File: config.mk
export PLATFORM = sky130hd
export DESIGN_NAME = sha256_stream_hash
export DESIGN_NICKNAME = d
export VERILOG_FILES = /design/src/hw/rtl/sha_pkg.sv /design/src/hw/rtl/sha_datapath.sv /design/src/hw/rtl/sha_control.sv /design/src/hw/rtl/sha256_stream_hash.sv
export SDC_FILE = /design/constraint.sdc
export NUM_CORES = 2
export LEC_CHECK = 0
export BUFFER_PORTS_ARGS = -buffer_cell sky130_fd_sc_hd__buf_2
export CAP_MARGIN = 40
export CORE_ASPECT_RATIO = 0.5
export CORE_UTILIZATION = 50
export CTS_BUF_LIST = sky130_fd_sc_hd__clkbuf_4 sky130_fd_sc_hd__clkbuf_8 sky130_fd_sc_hd__clkbuf_16
export DETAILED_ROUTE_END_ITERATION = 12
export PLACE_DENSITY = 0.65
export SYNTH_ARGS = -nofsm -noshare
export SYNTH_HDL_FRONTEND = slang
export SYNTH_SLANG_ARGS = --single-unit
File: constraint.sdc
create_clock -name aclk -period 13.95 [get_ports aclk]
set_input_delay 0.6975 -clock aclk [delete_from_list [all_inputs] [get_ports aclk]]
set_output_delay 0.6975 -clock aclk [all_outputs]
set_load 0.005 [all_outputs]
File: src/hw/rtl/sha_pkg.sv
// ----------------------------------------------------------------------------
// sha_pkg
// Shared types, constants and round functions for the streaming SHA-256 block.
// ----------------------------------------------------------------------------
package sha_pkg;

    localparam logic [7:0] PAD_BYTE = 8'h80;
    localparam logic [5:0] LEN_POS  = 6'd56;

    // commands from controller to datapath
    typedef struct packed {
        logic       load_byte;   // write one byte into the block buffer
        logic [1:0] byte_src;    // which byte source feeds the buffer
        logic       start;       // copy hash words into a..h
        logic       round;       // run one compression round
        logic       finish;      // add a..h into the hash words
        logic       count_inc;   // bump the byte count
        logic       clear_msg;   // restore initial hash, clear count and fill
    } sha_cmd_t;

    localparam logic [1:0] SRC_DATA = 2'd0;
    localparam logic [1:0] SRC_PAD  = 2'd1;
    localparam logic [1:0] SRC_ZERO = 2'd2;
    localparam logic [1:0] SRC_LEN  = 2'd3;

    // status from datapath to controller
    typedef struct packed {
        logic [5:0] fill;
        logic [5:0] rnd;
    } sha_stat_t;

    function automatic logic [31:0] init_h(input logic [2:0] i);
        case (i)
            3'd0:    init_h = 32'h6a09e667;
            3'd1:    init_h = 32'hbb67ae85;
            3'd2:    init_h = 32'h3c6ef372;
            3'd3:    init_h = 32'ha54ff53a;
            3'd4:    init_h = 32'h510e527f;
            3'd5:    init_h = 32'h9b05688c;
            3'd6:    init_h = 32'h1f83d9ab;
            default: init_h = 32'h5be0cd19;
        endcase
    endfunction

    localparam logic [31:0] ROUND_K [64] = '{
        32'h428a2f98,32'h71374491,32'hb5c0fbcf,32'he9b5dba5,32'h3956c25b,32'h59f111f1,
        32'h923f82a4,32'hab1c5ed5,32'hd807aa98,32'h12835b01,32'h243185be,32'h550c7dc3,
        32'h72be5d74,32'h80deb1fe,32'h9bdc06a7,32'hc19bf174,32'he49b69c1,32'hefbe4786,
        32'h0fc19dc6,32'h240ca1cc,32'h2de92c6f,32'h4a7484aa,32'h5cb0a9dc,32'h76f988da,
        32'h983e5152,32'ha831c66d,32'hb00327c8,32'hbf597fc7,32'hc6e00bf3,32'hd5a79147,
        32'h06ca6351,32'h14292967,32'h27b70a85,32'h2e1b2138,32'h4d2c6dfc,32'h53380d13,
        32'h650a7354,32'h766a0abb,32'h81c2c92e,32'h92722c85,32'ha2bfe8a1,32'ha81a664b,
        32'hc24b8b70,32'hc76c51a3,32'hd192e819,32'hd6990624,32'hf40e3585,32'h106aa070,
        32'h19a4c116,32'h1e376c08,32'h2748774c,32'h34b0bcb5,32'h391c0cb3,32'h4ed8aa4a,
        32'h5b9cca4f,32'h682e6ff3,32'h748f82ee,32'h78a5636f,32'h84c87814,32'h8cc70208,
        32'h90befffa,32'ha4506ceb,32'hbef9a3f7,32'hc67178f2
    };

    function automatic logic [31:0] rotr(input logic [31:0] v, input int s);
        rotr = (v >> s) | (v << (32 - s));
    endfunction

endpackage

File: src/hw/rtl/sha_datapath.sv
// ----------------------------------------------------------------------------
// sha_datapath
// Block buffer, byte count, round registers and hash words.
// ----------------------------------------------------------------------------
module sha_datapath import sha_pkg::*; (
    input  logic        aclk,
    input  logic        aresetn,
    input  sha_cmd_t    cmd,
    input  logic [7:0]  data_byte,
    input  logic [2:0]  len_sel,      // length byte index, msb first
    input  logic [2:0]  out_sel,
    output sha_stat_t   stat,
    output logic [31:0] hash_word
);

    logic [31:0] w_reg [16];
    logic [31:0] v_reg [8];
    logic [31:0] h_reg [8];
    logic [60:0] count_reg;
    logic [5:0]  fill_reg;
    logic [5:0]  rnd_reg;

    logic [63:0] bits;
    logic [7:0]  in_byte;
    logic [3:0]  wi;
    logic [4:0]  sh;
    logic [31:0] w2, w15, w7, w16, wnew, wr;
    logic [31:0] s0, s1, t1, t2, e, a;

    assign bits = {count_reg, 3'b000};
    assign stat.fill = fill_reg;
    assign stat.rnd  = rnd_reg;
    assign hash_word = h_reg[out_sel];

    // byte source selection
    always_comb begin
        case (cmd.byte_src)
            SRC_DATA: in_byte = data_byte;
            SRC_PAD:  in_byte = PAD_BYTE;
            SRC_ZERO: in_byte = 8'd0;
            default:  in_byte = bits[{~len_sel, 3'b000} +: 8];
        endcase
    end

    assign wi = fill_reg[5:2];
    assign sh = {2'd3 - fill_reg[1:0], 3'b000};

    // schedule word for this round
    assign w2   = w_reg[4'(rnd_reg[3:0] - 4'd2)];
    assign w15  = w_reg[4'(rnd_reg[3:0] - 4'd15)];
    assign w7   = w_reg[4'(rnd_reg[3:0] - 4'd7)];
    assign w16  = w_reg[rnd_reg[3:0]];
    assign s1   = rotr(w2, 17) ^ rotr(w2, 19) ^ (w2 >> 10);
    assign s0   = rotr(w15, 7) ^ rotr(w15, 18) ^ (w15 >> 3);
    assign wnew = s1 + w7 + s0 + w16;
    assign wr   = (rnd_reg >= 6'd16) ? wnew : w16;

    // round function
    assign a  = v_reg[0];
    assign e  = v_reg[4];
    assign t1 = v_reg[7] + (rotr(e, 6) ^ rotr(e, 11) ^ rotr(e, 25))
              + ((e & v_reg[5]) ^ (~e & v_reg[6])) + ROUND_K[rnd_reg] + wr;
    assign t2 = (rotr(a, 2) ^ rotr(a, 13) ^ rotr(a, 22))
              + ((a & v_reg[1]) ^ (a & v_reg[2]) ^ (v_reg[1] & v_reg[2]));

    // block buffer and working registers
    always_ff @(posedge aclk) begin
        if (cmd.load_byte) begin
            if (fill_reg[1:0] == 2'd0) begin
                w_reg[wi] <= {in_byte, 24'd0};
            end else begin
                w_reg[wi] <= w_reg[wi] | ({24'd0, in_byte} << sh);
            end
        end else if (cmd.round) begin
            w_reg[rnd_reg[3:0]] <= wr;
        end
        if (cmd.start) begin
            for (int i = 0; i < 8; i++) v_reg[i] <= h_reg[i];
        end else if (cmd.round) begin
            v_reg[7] <= v_reg[6];
            v_reg[6] <= v_reg[5];
            v_reg[5] <= v_reg[4];
            v_reg[4] <= v_reg[3] + t1;
            v_reg[3] <= v_reg[2];
            v_reg[2] <= v_reg[1];
            v_reg[1] <= v_reg[0];
            v_reg[0] <= t1 + t2;
        end
    end

    // hash words, counters
    always_ff @(posedge aclk) begin
        if (!aresetn || cmd.clear_msg) begin
            for (int i = 0; i < 8; i++) h_reg[i] <= init_h(3'(i));
            count_reg <= '0;
            fill_reg  <= '0;
        end else begin
            if (cmd.finish) begin
                for (int i = 0; i < 8; i++) h_reg[i] <= h_reg[i] + v_reg[i];
            end
            if (cmd.count_inc) count_reg <= count_reg + 61'd1;
            if (cmd.load_byte) fill_reg <= fill_reg + 6'd1;
        end
        if (!aresetn || cmd.start) begin
            rnd_reg <= '0;
        end else if (cmd.round) begin
            rnd_reg <= rnd_reg + 6'd1;
        end
    end

endmodule

File: src/hw/rtl/sha_control.sv
// ----------------------------------------------------------------------------
// sha_control
// Sequencer: byte intake, padding, compression rounds and digest output.
// ----------------------------------------------------------------------------
module sha_control import sha_pkg::*; (
    input  logic      aclk,
    input  logic      aresetn,
    input  logic      s_tvalid,
    output logic      s_tready,
    input  logic      has_byte,
    input  logic      last_byte,
    input  sha_stat_t stat,
    output sha_cmd_t  cmd,
    output logic [2:0] len_sel,
    output logic [2:0] out_sel,
    output logic      m_tvalid,
    input  logic      m_tready
);

    localparam logic [2:0] ST_IDLE  = 3'd0;
    localparam logic [2:0] ST_PAD   = 3'd1;
    localparam logic [2:0] ST_ZERO  = 3'd2;
    localparam logic [2:0] ST_LEN   = 3'd3;
    localparam logic [2:0] ST_ROUND = 3'd4;
    localparam logic [2:0] ST_ADD   = 3'd5;
    localparam logic [2:0] ST_OUT   = 3'd6;

    logic [2:0] state_reg, state_next;
    logic [2:0] ret_reg, ret_next;     // where to resume after a block
    logic       fin_reg, fin_next;     // padding in progress
    logic [2:0] cnt_reg, cnt_next;
    logic       full;

    assign s_tready = (state_reg == ST_IDLE);
    assign m_tvalid = (state_reg == ST_OUT);
    assign len_sel  = cnt_reg;
    assign out_sel  = cnt_reg;
    // a byte written at fill 63 completes the block
    assign full     = (stat.fill == 6'd63);

    // next state and commands
    always_comb begin
        state_next = state_reg;
        ret_next   = ret_reg;
        fin_next   = fin_reg;
        cnt_next   = cnt_reg;
        cmd        = '0;
        case (state_reg)
            ST_IDLE: begin
                if (s_tvalid) begin
                    cmd.load_byte = has_byte;
                    cmd.count_inc = has_byte;
                    fin_next = last_byte;
                    if (has_byte && full) begin
                        cmd.start  = 1'b1;
                        ret_next   = last_byte ? ST_PAD : ST_IDLE;
                        state_next = ST_ROUND;
                    end else if (last_byte) begin
                        state_next = ST_PAD;
                    end
                end
            end
            ST_PAD: begin
                cmd.load_byte = 1'b1;
                cmd.byte_src  = SRC_PAD;
                state_next    = ST_ZERO;
                if (full) begin
                    cmd.start  = 1'b1;
                    ret_next   = ST_ZERO;
                    state_next = ST_ROUND;
                end
            end
            ST_ZERO: begin
                if (stat.fill == LEN_POS) begin
                    cnt_next   = '0;
                    state_next = ST_LEN;
                end else begin
                    cmd.load_byte = 1'b1;
                    cmd.byte_src  = SRC_ZERO;
                    if (full) begin
                        cmd.start  = 1'b1;
                        ret_next   = ST_ZERO;
                        state_next = ST_ROUND;
                    end
                end
            end
            ST_LEN: begin
                cmd.load_byte = 1'b1;
                cmd.byte_src  = SRC_LEN;
                cnt_next      = cnt_reg + 3'd1;
                if (full) begin
                    cmd.start  = 1'b1;
                    ret_next   = ST_OUT;
                    state_next = ST_ROUND;
                end
            end
            ST_ROUND: begin
                cmd.round = 1'b1;
                if (stat.rnd == 6'd63) state_next = ST_ADD;
            end
            ST_ADD: begin
                cmd.finish = 1'b1;
                cnt_next   = '0;
                state_next = ret_reg;
            end
            ST_OUT: begin
                if (m_tready) begin
                    cnt_next = cnt_reg + 3'd1;
                    if (cnt_reg == 3'd7) begin
                        cmd.clear_msg = 1'b1;
                        fin_next      = 1'b0;
                        state_next    = ST_IDLE;
                    end
                end
            end
            default: state_next = ST_IDLE;
        endcase
    end

    // state registers
    always_ff @(posedge aclk) begin
        if (!aresetn) begin
            state_reg <= ST_IDLE;
            ret_reg   <= ST_IDLE;
            fin_reg   <= 1'b0;
            cnt_reg   <= '0;
        end else begin
            state_reg <= state_next;
            ret_reg   <= ret_next;
            fin_reg   <= fin_next;
            cnt_reg   <= cnt_next;
        end
    end

    // digest words go out only while a message is being closed
    assert property (@(posedge aclk) disable iff (!aresetn)
        m_tvalid |-> fin_reg)
        else $error("digest output outside a closing message");
    // rounds never start from the output phase or while rounds are running
    assert property (@(posedge aclk) disable iff (!aresetn)
        cmd.start |-> (state_reg != ST_OUT && state_reg != ST_ROUND))
        else $error("compression started from a wrong state");
    // after the last digest word the block is ready again
    assert property (@(posedge aclk) disable iff (!aresetn)
        (m_tvalid && m_tready && cnt_reg == 3'd7) |=> s_tready)
        else $error("not ready after digest");

endmodule

File: src/hw/rtl/sha256_stream_hash.sv
// ----------------------------------------------------------------------------
// sha256_stream_hash
// Streaming SHA-256, one message byte per input item, eight digest words out.
// ----------------------------------------------------------------------------
// Usage:
//   s_ side takes one byte per item: s_tdata is the byte, s_tuser says it is
//   valid (has_byte) and s_tlast ends the message. An item with s_tuser low
//   and s_tlast high ends the message with the bytes already taken.
//   m_ side gives eight items after each message: a digest word H0..H7 in
//   m_tdata, its index in m_tuser, m_tlast on H7.
// Intake: s_tready is high only while idle, so no byte is taken during
//   padding, compression or digest output. Every 64th byte starts 64
//   rounds and one add step, one round per cycle in the shared round unit.
// Closing: after the last item, padding writes the 0x80 byte, zeros up to
//   the length field and the eight length bytes, msb first, one byte per
//   cycle apart from the switch to the length and the compression of each
//   full block; digest words follow, one per cycle while m_tready is high.
// While digest words are shown, s_tready is low; a stalled receiver holds
//   the current word stable. Reset restores the initial hash values and
//   clears the byte count; no item is in flight after reset.
// ----------------------------------------------------------------------------
module sha256_stream_hash import sha_pkg::*; (
    input  logic        aclk,
    input  logic        aresetn,
    input  logic        s_tvalid,
    output logic        s_tready,
    input  logic [7:0]  s_tdata,    // data_byte
    input  logic        s_tuser,    // has_byte
    input  logic        s_tlast,    // last_byte
    output logic        m_tvalid,
    input  logic        m_tready,
    output logic [31:0] m_tdata,    // digest_word
    output logic [2:0]  m_tuser,    // word_index
    output logic        m_tlast     // last_word
);

    sha_cmd_t   cmd;
    sha_stat_t  stat;
    logic [2:0] len_sel;
    logic [2:0] out_sel;

    sha_control u_ctrl (
        .aclk      (aclk),
        .aresetn   (aresetn),
        .s_tvalid  (s_tvalid),
        .s_tready  (s_tready),
        .has_byte  (s_tuser),
        .last_byte (s_tlast),
        .stat      (stat),
        .cmd       (cmd),
        .len_sel   (len_sel),
        .out_sel   (out_sel),
        .m_tvalid  (m_tvalid),
        .m_tready  (m_tready)
    );

    sha_datapath u_dp (
        .aclk      (aclk),
        .aresetn   (aresetn),
        .cmd       (cmd),
        .data_byte (s_tdata),
        .len_sel   (len_sel),
        .out_sel   (out_sel),
        .stat      (stat),
        .hash_word (m_tdata)
    );

    assign m_tuser = out_sel;
    assign m_tlast = (out_sel == 3'd7);

endmodule
# Word level (Yosys, flattened, before mapping)
# Memory sizes are Yosys's and may differ from the RTL's. A register that Yosys moved wholly into a read port is not among the register bits.
# Index checks and enable logic that the tools add are counted.
[word_totals]
register_bits = 82
latch_bits = 0
ram_bits = 1024
mem_bits_ro = 2048
out_inout_bits = 38
elab_cells = 212
mem_count = 4
[memory_table]
columns = ["memory", "words", "width", "rd", "rd_ports_with_merged_regs", "wr", "line_no", "rtl"]
rows = [
  ["(no name shown)", 64, 32, 1, 0, 0, "sha_datapath.sv:62", "+ ((e & v_reg[5]) ^ (~e & v_reg[6])) + ROUND_K[rnd_reg] + wr;"],
  ["u_dp.w_reg", 16, 32, 5, 2, 1, "sha_datapath.sv:16", "logic [31:0] w_reg [16];"],
  ["u_dp.h_reg", 8, 32, 9, 1, 8, "sha_datapath.sv:18", "logic [31:0] h_reg [8];"],
  ["u_dp.v_reg", 8, 32, 8, 0, 8, "sha_datapath.sv:17", "logic [31:0] v_reg [8];"],
]
[classes]
addsub = 26
mul = 0
div = 0
order_cmp = 2
eq_ne = 21
shifts = 2
n_mux = 90
bitwise_logic = 47
n_reduce_logical = 14
[ops]
columns = ["op", "count"]
rows = [
  ["32-bit 2-to-1 mux", 29],
  ["32-bit adder", 18],
  ["32-bit XOR", 9],
  ["32-bit AND", 5],
  ["64-bit by 7-bit variable part select with 8-bit output", 1],
  ["61-bit by 1-bit adder with 61-bit output (second input constant)", 1],
  ["3-bit 2-to-1 mux", 18],
  ["32-bit inverter", 1],
  ["10-bit by 32-bit OR with 32-bit output", 1],
  ["13-bit by 32-bit OR with 32-bit output", 1],
  ["14-bit by 32-bit OR with 32-bit output", 1],
  ["15-bit by 32-bit OR with 32-bit output", 1],
  ["19-bit by 32-bit OR with 32-bit output", 1],
  ["21-bit by 32-bit OR with 32-bit output", 1],
  ["25-bit by 32-bit OR with 32-bit output", 1],
  ["26-bit by 32-bit OR with 32-bit output", 1],
  ["30-bit by 32-bit OR with 32-bit output", 1],
  ["32-bit OR", 1],
  ["7-bit by 32-bit OR with 32-bit output", 1],
  ["32-bit OR reduction", 1],
  ["8-bit by 5-bit left shift with 32-bit output", 1],
  ["32-bit by 22-bit XOR with 32-bit output", 1],
  ["32-bit by 29-bit XOR with 32-bit output", 1],
  ["1-bit 2-to-1 mux", 30],
  ["other kinds (35)", 75],
]

# Logic depth before layout (Yosys ltp)
# An unclocked memory read counts as a cell.
[depth]
depth_word = 12
ltp_mapped = 55

# Hierarchy
# From an unflattened synthesis, not the netlist that was laid out.
[hier_totals]
cells_unflattened = 7479
hier_area_um2 = 85927.4
[modules_own_cells]
columns = ["module", "n_inst", "cells_each", "area_per_inst_um2"]
rows = [
  ["sha_datapath", 1, 7377, 85181.7],
  ["sha_control", 1, 101, 739.5],
  ["sha256_stream_hash", 1, 1, 6.3],
]

# Least setup slack after synthesis
# No wires, ideal clock.
[synth_timing]
path_kind = "register to register"
start = "register u_dp.rnd_reg[2]"
end = "memory u_dp.v_reg[0][31], data pin"
arrival_time_ps = 12076
required_ps = 13686
slack_ps = 1609
path_stages_with_launch = 49
path_buffers = 8
synth_period_minus_slack_ps = 12341
cell_sequence = "dfxtp_1 -> clkbuf_1 -> inv_1 -> clkbuf_1 -> clkbuf_1 -> ha_1 -> buf_2 -> buf_4 -> buf_1 -> buf_1 -> buf_1 -> mux4_2 -> xnor2_1 -> fa_1 -> fa_1 -> inv_1 -> ha_1 -> fa_1 -> [13 not listed] -> nor3_1 -> a21oi_1 -> a221oi_1 -> nor2b_1 -> o21a_1 -> o21ai_1 -> nand2b_1 -> a21oi_1 -> xnor2_1 -> fa_1 -> ha_1 -> and3_1 -> a221oi_1 -> o21ai_1 -> a21oi_1 -> xnor2_1 -> xnor2_1 -> o21ai_1"
[synth_rtl]
columns = ["element", "line_no", "rtl"]
rows = [
  ["from (decl)", "sha_datapath.sv:21", "logic [5:0] rnd_reg;"],
  ["from (signal assigned)", "sha_datapath.sv:107", "rnd_reg <= rnd_reg + 6'd1;"],
  ["to (decl)", "sha_datapath.sv:17", ""],
]

==> metrics.md <==
| Metric | Value |
|---|---|
| Outcome | finished clean |
| Top FF cell, synth | edfxtp_1 |
| CP Launch Type | flip-flop |
| Final Instance Count excl. Fillers | between 9000 and 10000 |
| Relative slew slack | 31.36% |
| Post-synth net total | 8022 |
| Post-synth ARST share | 0% |
| Final period util | 94.47% |
| Final Cell Area | a little over 90000 um2 |
| Max FFs per register | 512 |
| Post-synth cell types | 103 |
| Clock latency on the worst-skew pair | between 0.7 and 0.8 ns |
| Met3 WL | 33660 um |
| # DRC | 0 |
| Count of final hold-check violations | 0 |
| Area delta synth->final | 8.130% |
| Most used cell, CP | xnor2_1 |
| CTS sink count | about 1100 |
| Crit Path Category | reg2reg |
| Adder-cell share of the synthesized area | a little over a tenth |
| Post-synth top area cell | edfxtp_1 |
| Vias in the first global route | just over 60000 |
| RSZ-0062 raised after global routing | false |
| Largest family of logic cells by synthesized area | multiplexers |
| Violation count after the first detailed-routing iteration | around 8300 |
| Hold Crit Class | in2reg |
| Wire length per cell | roughly 29 um |
| Crit-path max cell delay | slightly above 0.7 ns |
| Final Wtd Congestion | around 0.98 |
| Die footprint | around 170000 um2 |
| Post-layout total power | 9862 uW |
| Buffer levels on the longest clock path | 3 |
| Worst slack, placed | slightly below 0.9 ns |
| Core ar. | approximately 170000 um2 |
| Detailed Place HPWL | between 150000 and 200000 um |
| # nets final | approximately 7900 |
| Number of cells produced by synthesis | ~7400 |
| P_leak | 0.03362 uW |
| Required @ worst endpoint | approximately 14 ns |
| Die span in y | ~300 um |
| Sequential area share after synthesis | about two fifths |
| Clock Skews | approximately 0.038 ns |
| PnR worst setup slack | a little under 0.8 ns |
| Post-DRT Antenna Nets | 0 |
| Yosys reg bits | about 1100 |
| Register area | 32660 um2 |
| Post-route setup TNS | 0 ns |
| Number of detailed-route iterations in the first pass | 6 |
| Post-Route WL | 276500 um |
| Setup crit end kind | flip-flop |
| Post-Place Cell Area | just under 90000 um2 |
| Yosys top cell area share | a little over a third |
| Crit-path max FO | between 40 and 50 |
| Worst vdd ir | 0.0001160 V |
| Reg clk slew, reported paths | approximately 0.070 ns |
| Synth cell count leaders | 1056 x nand2_1, 1024 x edfxtp_1, 741 x mux4_2 |
| Xor/xnor cell area share of the yosys netlist | under 10% |
| Layout cells sized above 1 | around 17% |
| Total CTS buffers | roughly 110 |
| Antenna violations before repair | 12 |
| Final min period | 13.18 ns |
| First-pass GRT wire length | between 400000 and 500000 um |
| Total gr overflow | 0 |
| P per Cell Area | 106.4 nW/um2 |
| Root buffer cell | clkbuf_16 |
| Post-DR vias/cell | between 6 and 7 |
| Most common cell in the netlist | nand2_1 |
| Mapped cell area | 85690 um2 |
| Slowest-stage cell, CP | ha_4 |
| CTS H-tree lvls | 3 |
| Starting Density | between 50% and 60% |
| IO buf count | about 50 |
| Synthesis Warnings | 0 |
| I/O pin cnt | between 50 and 60 |
| Fmax | about 76 MHz |
| CTS tree | built |
| Setup-failing EPs final | 0 |
| Simple-Gate Fraction of Synth Area | 10.32% |
| Dpl cells | 9443 |
| Share of synthesized area spent on multiplexers | 20.89% |
| Pins Over Slew Limit | 0 |
| CP arrival | between 10 and 15 ns |
| Synth area leaders | edfxtp_1 36%, mux4_2 19%, ha_1 5.9% |
| Mapped Avg Cell Area | between 10 and 15 um2 |
| Worst Max-Slew Pin Slew | between 1 and 1.5 ns |
| Fill cell count | between 10000 and 15000 |
| Post-synth EDFFs | 1024 |
| Die X | a little under 600 um |
| Largest net degree at the start of global routing | 121 |
| Compound-gate portion of the synthesized area | roughly 10% |
| Top layer reached by signal wires | met5 |
| Vias | about 64000 |
| GR Util All Layers | between 30% and 40% |
| Multi-input gate area | 50220 um2 |
| Met2 routed WL | 120900 um |
| Max-Cap Viols | 0 |
| Met1 Wirelength | ~110000 um |
| CTS Hold Bufs | 0 |
| Num rows | between 100 and 150 |
==> report_power, final <==
part | internal, uW | switching, uW
Sequential | 3770 | 70.5
Combinational | 1100 | 1690
Clock | 1760 | 1470
Total | 6630 | 3230
==> metrics by stage <==
stage / hold slack, ns / util [%]
3_5_place_dp: 0.4961 / 52.71
6_report: 0.2198 / 54.96
3_3_place_gp: 0.4844 / 52.43
2_1_floorplan: 0.4514 / -
5_1_grt: 0.2285 / 54.96
4_1_cts: 0.1841 / 54.94
==> cells in the final DEF, fill, tap and decap left out, types with 28 or more instances in the layout <==
master,count
o21bai_1,47
and2_1,28
o21a_1,53
and3_1,55
o21ai_1,98
mux2i_1,58
fa_1,195
dfxtp_1,76
nand3_1,83
o211ai_1,33
mux4_2,741
o21ai_0,274
a21o_1,201
a31oi_1,44
buf_2,54
clkbuf_16,111
buf_4,120
inv_1,381
nand2b_1,63
a21oi_1,366
or3_1,41
nor3_1,89
ha_1,402
nor2_1,410
xnor2_1,384
mux2_2,40
nor2b_1,57
nand2_1,1054
a211oi_1,50
xor2_1,218
edfxtp_1,1024
nand4_1,30
==> what timing repair did <==
item | in CTS | in global routing
buffers inserted | 0 | 1
resized for setup | 0 | 1
setup endpoints to repair | 0 | 1
==> area by class of cell <==
class                           count  area share [%]
Antenna cell                        2        0.005402
Inverter                          384           1.556
Clock buffer                      125           3.111
Multi-Input combinational cell   5477           54.20
Timing Repair Buffer              199           1.860
Sequential cell                  1117           35.25
Tap cell                         2268           3.063
Clock inverter                     81          0.9561
==> critical path: cells and delay by family, from the launching register on <==
kind | cells | cell delay [ns]
AOI/OAI and AO/OA | 17 | 4.19
xor gates and xnor gates | 6 | 1.12
adders and majority gates | 8 | 3.80
buffers and inverters | 7 | 1.04
DFF | 1 | 0.69
muxes | 2 | 1.15
and+or+nand+nor | 3 | 0.79
==> path summary, 6_finish.rpt <==
kind                             end                from  cells past startpoint  slack [ns]
setup / recovery   u_dp.v_reg[0][31]     u_dp.rnd_reg[0]                     43        0.77
hold / removal     u_ctrl.ret_reg[0]             s_tlast                      3        0.22
setup reg to reg   u_dp.v_reg[0][31]     u_dp.rnd_reg[0]                     43        0.77
hold reg to reg   u_dp.count_reg[23]  u_dp.count_reg[23]                      2        0.50
==> cell families (layout without fill, tap and decap cells) <==
family                     after synthesis  count (layout)
and+or+nand+nor                       2022            2022
xor gates and xnor gates               605             605
muxes                                  846             846
other                                    0               2
adders and majority gates              620             620
buffers and inverters                  813             789
AOI/OAI and AO/OA                     1384            1384
DFF                                   1117            1117
==> routing by layer <==
metal | track usage, % | up-vias
met5 | 0 | -
met4 | 12.20 | 6
met3 | 8.072 | 643
met2 | 48.09 | 4116
met1 | 44.27 | 31984
li1 | - | 27545
Power figures use the tool's default switching activity.
